===== config.mk =====
export PLATFORM = sky130hd
export DESIGN_NAME = smmc_scan
export DESIGN_NICKNAME = d
export VERILOG_FILES = /design/src/hw/rtl/subnet_mask_match_counter_defines.svh /design/src/hw/rtl/smmc_pkg.sv /design/src/hw/rtl/smmc_scan.sv
export SDC_FILE = /design/constraint.sdc
export NUM_CORES = 1
export LEC_CHECK = 0
export BUFFER_PORTS_ARGS = -buffer_cell sky130_fd_sc_hd__buf_2
export CAP_MARGIN = 20
export CORE_UTILIZATION = 40
export DETAILED_ROUTE_END_ITERATION = 7
export PLACE_DENSITY_LB_ADDON = 0.08
export SETUP_SLACK_MARGIN = 0.4
export SLEW_MARGIN = 25
export SYNTH_ARGS = -nofsm -noshare
export SYNTH_HDL_FRONTEND = slang
export SYNTH_SLANG_ARGS = --single-unit

===== constraint.sdc =====
create_clock -name i_clk -period 2.4 [get_ports i_clk]
set_input_delay 0.36 -clock i_clk [delete_from_list [all_inputs] [get_ports i_clk]]
set_output_delay 0.36 -clock i_clk [all_outputs]
set_load 0.1 [all_outputs]

===== src/hw/rtl/subnet_mask_match_counter_defines.svh =====
// assertion macros shared by the subnet mask match counter rtl
`ifndef SUBNET_MASK_MATCH_COUNTER_DEFINES_SVH
`define SUBNET_MASK_MATCH_COUNTER_DEFINES_SVH

// same-cycle implication, disabled while reset is low
`define SMMC_ASSERT_IMPL(label, clk, rst_n, ante, cons) \
    label: assert property (@(posedge clk) disable iff (!rst_n) (ante) |-> (cons)) \
        else $error("same-cycle check failed");

// next-cycle implication, disabled while reset is low
`define SMMC_ASSERT_NEXT(label, clk, rst_n, ante, cons) \
    label: assert property (@(posedge clk) disable iff (!rst_n) (ante) |=> (cons)) \
        else $error("next-cycle check failed");

`endif


===== src/hw/rtl/smmc_pkg.sv =====
// shared constants and types of the subnet mask match counter
package smmc_pkg;

    // fixed field widths
    localparam int WORD_W = 32;
    localparam int IDX_W  = 10;
    localparam int CNT_W  = 11;

    // request action codes
    localparam logic ACT_LOAD  = 1'b0;
    localparam logic ACT_QUERY = 1'b1;

    // scan engine status seen by the top level
    typedef struct packed {
        logic busy;
        logic result_valid;
    } t_scan_stat;

endpackage


===== src/hw/rtl/smmc_scan.sv =====
// scan engine: walks the mask table one entry a cycle and counts matches
module smmc_scan #(
    parameter int MAX_MASKS = 1024,
    localparam int AW = (MAX_MASKS > 1) ? $clog2(MAX_MASKS) : 1,
    localparam int CW = $clog2(MAX_MASKS + 1)
) (
    input  logic                       i_clk,
    input  logic                       i_rst_n,
    input  logic                       i_start,
    input  logic [smmc_pkg::WORD_W-1:0] i_diff,
    input  logic [CW-1:0]              i_limit,
    input  logic                       i_take,
    output smmc_pkg::t_scan_stat       o_stat,
    output logic [CW-1:0]              o_hits,
    output logic                       o_rd_en,
    output logic [AW-1:0]              o_rd_addr,
    input  logic [smmc_pkg::WORD_W-1:0] i_rd_data
);
    import smmc_pkg::*;

    typedef enum logic [1:0] {
        S_IDLE,
        S_READ,
        S_HOLD
    } t_state;

    t_state              r_state, n_state;
    logic                r_pend, n_pend;
    logic [CW-1:0]       r_idx, n_idx;
    logic [CW-1:0]       r_hits, n_hits;
    logic [CW-1:0]       r_limit, n_limit;
    logic [WORD_W-1:0]   r_diff, n_diff;
    logic                rd_en;

    // next-state and accumulate logic
    always_comb begin
        n_state = r_state;
        n_pend  = 1'b0;
        n_idx   = r_idx;
        n_hits  = r_hits;
        n_limit = r_limit;
        n_diff  = r_diff;
        rd_en   = 1'b0;

        // count the entry read in the previous cycle
        if (r_pend && ((r_diff & i_rd_data) == '0)) begin
            n_hits = r_hits + CW'(1);
        end

        unique case (r_state)
            S_IDLE: begin
                if (i_start) begin
                    n_diff  = i_diff;
                    n_limit = i_limit;
                    n_idx   = '0;
                    n_hits  = '0;
                    n_state = (i_limit == '0) ? S_HOLD : S_READ;
                end
            end
            S_READ: begin
                rd_en  = 1'b1;
                n_pend = 1'b1;
                n_idx  = r_idx + CW'(1);
                if (r_idx == (r_limit - CW'(1))) begin
                    n_state = S_HOLD;
                end
            end
            S_HOLD: begin
                if (!r_pend && i_take) begin
                    n_state = S_IDLE;
                end
            end
            default: begin
                n_state = S_IDLE;
            end
        endcase
    end

    // state and datapath registers
    always_ff @(posedge i_clk) begin
        if (!i_rst_n) begin
            r_state <= S_IDLE;
            r_pend  <= 1'b0;
        end else begin
            r_state <= n_state;
            r_pend  <= n_pend;
        end
        r_idx   <= n_idx;
        r_hits  <= n_hits;
        r_limit <= n_limit;
        r_diff  <= n_diff;
    end

    // status and memory read port
    assign o_stat.busy         = (r_state != S_IDLE);
    assign o_stat.result_valid = (r_state == S_HOLD) && !r_pend;
    assign o_hits              = r_hits;
    assign o_rd_en             = rd_en;
    assign o_rd_addr           = r_idx[AW-1:0];

endmodule


# --- Word-level counts from Yosys, hierarchy flattened ---
# Index checks and enable logic that the tools add are counted.
word_totals:
  out_inout_bits: 24
  ff_bits: 68
  word_cells: 39
  inputBits: 79
op_classes:
  n_addsub: 3
  n_mux: 11
  reduce_logical: 12
  bitwise: 1
  n_eq_ne: 6
ops:
  columns: ["cell", "count"]
  rows:
  - ["11-bit 2-to-1 mux", 4]
  - ["32-bit bitwise AND", 1]
  - ["32-bit zero test", 1]
  - ["11-bit by 1-bit adder with 11-bit output (second input constant)", 2]
  - ["11-bit one-hot mux with 2 select lines", 1]
  - ["11-bit == test", 1]
  - ["11-bit zero test", 1]
  - ["11-bit by 1-bit subtractor with 11-bit output (second input constant)", 1]
  - ["2-bit 2-to-1 mux", 4]
  - ["2-bit inequality test (second input constant)", 3]
  - ["2-bit one-hot mux with 3 select lines", 1]
  - ["2-bit AND reduction", 2]
  - ["2-bit nonzero test", 2]
  - ["1-bit logical AND", 3]
  - ["3-bit AND reduction", 1]
  - ["2-bit by 1-bit == test with 1-bit output (second input constant)", 1]
  - ["2-bit == test (second input constant)", 1]
  - ["2-bit zero test", 1]
  - ["1-bit zero test", 1]
  - ["1-bit 2-to-1 mux", 1]

# --- Depth between registers and ports, before layout ---
depth:
  ltp_word: 6
  mapped_depth: 9
  depth_no_buf: 8

# --- Least setup slack after synthesis ---
# OpenSTA, ideal clock, no wires.
synth_path:
  kind: "flip-flop to output port"
  start: "reg r_state[1]"
  end: "out o_stat[0] in the netlist's numbering"
  slack_ns: -0.617
  t_required_ns: 2.040
  arrival_ns: 2.657
  n_path_buf: 1
  path_stages_with_launch: 3
  cell_sequence: "dfxtp_1 > buf_2 > nor3b_1"
synth_lines:
  columns: ["element", "line", "text"]
  rows:
  - ["start: declaration", "smmc_scan.sv:27", "t_state r_state, n_state;"]
  - ["start signal: assignment", "smmc_scan.sv:85", "r_state <= n_state;"]
  - ["end: declaration", "smmc_scan.sv:13", "output smmc_pkg::t_scan_stat o_stat,"]

# --- Final worst setup path ---
layout_path:
  start: "reg r_limit[2]"
  end: "reg r_state[0]"
layout_via:
  elab_chain_len: 4
layout_rtl:
  columns: ["element", "line", "text"]
  rows:
  - ["start: declaration", "smmc_scan.sv:31", "logic [CW-1:0] r_limit, n_limit;"]
  - ["start signal: assignment", "smmc_scan.sv:90", "r_limit <= n_limit;"]
  - ["11-bit by 1-bit subtractor with 11-bit output", "smmc_scan.sv:64", "if (r_idx == (r_limit - CW'(1))) begin"]
  - ["11-bit == test", "smmc_scan.sv:64", null]
  - ["2-bit inequality test (no line)", null, null]
  - ["3-bit AND reduction (no line)", null, null]
# Every way passes these cells.
# A chain may end at the register's enable or synchronous reset.

==> out/summary.txt <==
Reg power frac: 0.474
Final Routed Wirelength: 7040 µm
maximum number of pins on one net before global-route repair: 37
clock tree from TritonCTS: built
count of TritonRoute iterations in the first routing pass: 4
critical path class: reg -> reg
post-synthesis instance area: 3190 µm²
Layout area overhead: 29.1%
share of total power in combinational logic: 0.189
Total GRT Usage: 0.177
internal power component: 2140 µW
busiest grt layer: met2
number of synthesized register bits: 68
standard cell area after detailed placement: 3810 µm²
CTS Hold Buffers Added: 0
library cell occupying the most area in the post-synthesis netlist: sky130_fd_sc_hd__edfxtp_1
final setup skew: 0.00951 ns
Top Ports: 103
global-route congestion overflow total: 0
dominant synthesized flop cell: sky130_fd_sc_hd__edfxtp_1
# clock sinks: 68
via count of the first global-routing pass: 2375
final-report setup violation count: 0
Ys Warns: 0
starting utilization of the core area: 0.413
CTS H-tree depth: 3
Async S/R FF share, synth: 0
part of the total power dissipated in the clock network: 0.336
Cell Rows: 32
final count of pins violating max slew: 0
library cell used as clock root buffer: sky130_fd_sc_hd__clkbuf_8
number of nets still failing antenna checks after routing: 0
Max transition margin: 0.671
via/cell ratio: 5.07
post-synth net total: 344
port buffer count: 102
Net Sw Frac: 0.299
final total negative setup slack: 0 ns
Post-synth EDFFs: 54
Post-DP HPWL: 5160 µm
fmax: 507 MHz
most area-consuming cells after synthesis: sky130_fd_sc_hd__edfxtp_1 51%, sky130_fd_sc_hd__dfxtp_1 8.8%, sky130_fd_sc_hd__xnor2_1 3.8%
static power due to leakage: 0.00166 µW
maximum capacitance violations: 0
number of antenna violations at the first check in global routing: 0
arrival time at the worst endpoint: 2.21 ns
share of the cycle needed by the critical path after routing: 0.822
crit-path max cell delay: 0.50 ns
worst-path cell chain: nor4_4 > nand3b_1 > a21oi_1 > nor2_1 > a2111o_1 > a21o_1
r2r setup slk: 0.43 ns
count of fill cells added during filler insertion: 692
core footprint: 7730 µm²
initial DRC count: 131
Clock Pin Slew Worst Setup and Hold Paths: 0.08 ns
routed wire length per instance: 14.6 µm
Critical Path RT: 2.63 ns
setup repair after global routing missed its margin: yes
number of instances in the synthesized netlist: 262
IR drop worst, VDD: 0.397 mV
share of synthesized area occupied by flip-flops and latches: 0.596
fraction of final layout cells with drive strength greater than 1: 0.422
met3 usage: 0.0419
finished layout cell area: 4120 µm²
Antenna diodes: 0
Die Area: 8340 µm²
met1 layer usage reported by global route: 0.218
library cells used by synthesis: 48
endpoint type of the worst setup path: flip-flop
area fraction of the dominant cell type after synthesis: 0.508
Worst Max-Slew Pin Slew: 0.496 ns
cell at the slowest stage of the critical path: sky130_fd_sc_hd__edfxtp_1
element type at the critical path start: flip-flop
Post-route DRC: 0
chip width: 91.3 µm
switching component of the power: 916 µW
Critical Path Fanout Max: 6
final count of hold timing violations: 0
minimum period implied by the final worst setup slack: 1.97 ns
met2 layer usage reported by global route: 0.290
Die Ht: 91.3 µm
Mean Syn Cell Area: 12.2 µm²
number of clock buffers inserted by TritonCTS: 9
global-route wire length before repair: 11300 µm
Final GP Congestion: 0.793
outcome: complete, no violations
Total Nets Final: 456
number of vias after detailed routing: 2439
CTS max path bufs: 2
pwr/cell area: 742 nW/µm²
Skew-Pair Late Insertion Delay: 0.34 ns
worst min-delay path class: in -> reg
==> flip-flops by register name (all words and copies together) (netlist names) <==
name / count
r_idx: 11
r_limit: 11
r_diff: 32
r_pend: 1
r_state: 2
o_hits: 11
==> layout by cell type, fill, tap and decap left out, types with 9 or more instances in the layout <==
master	synthesis	final
sky130_fd_sc_hd__xnor2_1	14	13
sky130_fd_sc_hd__nand3_1	14	14
sky130_fd_sc_hd__buf_4	10	14
sky130_fd_sc_hd__o21ai_0	12	11
sky130_fd_sc_hd__clkbuf_8	0	9
sky130_fd_sc_hd__nor2_1	26	25
sky130_fd_sc_hd__buf_2	1	102
sky130_fd_sc_hd__nand2_1	11	11
sky130_fd_sc_hd__edfxtp_1	54	54
sky130_fd_sc_hd__xor2_1	9	9
==> final cells by class <==
| cell class | count | area [µm²] | area share |
|---|---|---|---|
| Sequential cell | 68 | 1910 | 0.463 |
| Multi-Input combinational cell | 175 | 1230 | 0.299 |
| Timing Repair Buffer | 117 | 627 | 0.152 |
| Tap cell | 102 | 128 | 0.0310 |
| Clock buffer | 9 | 124 | 0.0300 |
| Clock inverter | 7 | 91.3 | 0.0222 |
| Inverter | 3 | 11.3 | 0.00273 |
==> cell usage after synthesis (4+ instances only) <==
cell,n
sky130_fd_sc_hd__nor2b_1,7
sky130_fd_sc_hd__nor4_1,4
sky130_fd_sc_hd__xor2_1,9
sky130_fd_sc_hd__o21ai_0,12
sky130_fd_sc_hd__xnor2_1,14
sky130_fd_sc_hd__a221oi_2,4
sky130_fd_sc_hd__edfxtp_1,54
sky130_fd_sc_hd__buf_4,10
sky130_fd_sc_hd__a22o_1,4
sky130_fd_sc_hd__a22oi_1,6
sky130_fd_sc_hd__or3_1,5
sky130_fd_sc_hd__nor3_1,5
sky130_fd_sc_hd__nand3_1,14
sky130_fd_sc_hd__clkbuf_1,4
sky130_fd_sc_hd__nand2_1,11
sky130_fd_sc_hd__and3_1,6
sky130_fd_sc_hd__nor2_1,26
sky130_fd_sc_hd__a21oi_1,7
sky130_fd_sc_hd__dfxtp_1,14
==> routing by layer <==
layer  part of all wire  vias up
met1               0.45     1135
met4              0.020        0
met5                  0        -
met2               0.48       90
met3              0.056       12
li1                   -     1202
==> worst max-delay path: cells and delay by family (launching register included) <==
family          cells  cell delay [ns]
simple gates        3             0.59
compound gates      3             0.78
flops               1             0.50
==> stage by stage <==
stage	utilization	setup slack [ns]	hold WS [ns]	std cells	total power, µW
finish	0.534	0.428	0.190	481	3060
global route	0.534	0.305	0.166	481	3190
CTS	0.523	0.395	0.172	476	3080
detailed placement	0.494	0.263	0.475	459	2050
global placement	0.494	0.291	0.460	459	2040
floorplan	-	0.383	0.459	262	1900
==> worst paths after layout <==
kind / start / to / cells after the start
worst min register to register: o_hits[10]$_DFF_P_ / o_hits[10]$_DFF_P_ / 2
worst max-delay path: r_limit[2]$_DFFE_PP_ / r_state[0]$_SDFFE_PN0P_ / 6
worst max register to register: r_limit[2]$_DFFE_PP_ / r_state[0]$_SDFFE_PN0P_ / 6
worst min-delay path: i_diff[28] / r_diff[28]$_DFFE_PP_ / 1
==> kinds of logic after synthesis <==
family / share of synthesized area
xor+xnor: 0.0631
fa+ha+maj: 0.0118
simple gates: 0.182
compound gates: 0.0940
mux: 0.0168
buf+inv: 0.0368
flops: 0.596
==> power groups by stage <==
| stage | clock network [µW] | logic (µW) | registers (µW) |
|---|---|---|---|
| floorplan | 0 | 446 | 1460 |
| global placement | 0 | 567 | 1470 |
| detailed placement | 0 | 573 | 1480 |
| CTS | 1050 | 579 | 1450 |
| finish | 1030 | 579 | 1450 |
| global route | 1110 | 619 | 1460 |
==> what timing repair did <==
item,CTS,global route
buffers inserted,1,5
endpoints found under the setup margin,6,7
gates resized for setup,1,10
pin swaps,1,6
No activity file was read; power rests on OpenSTA's default activity.
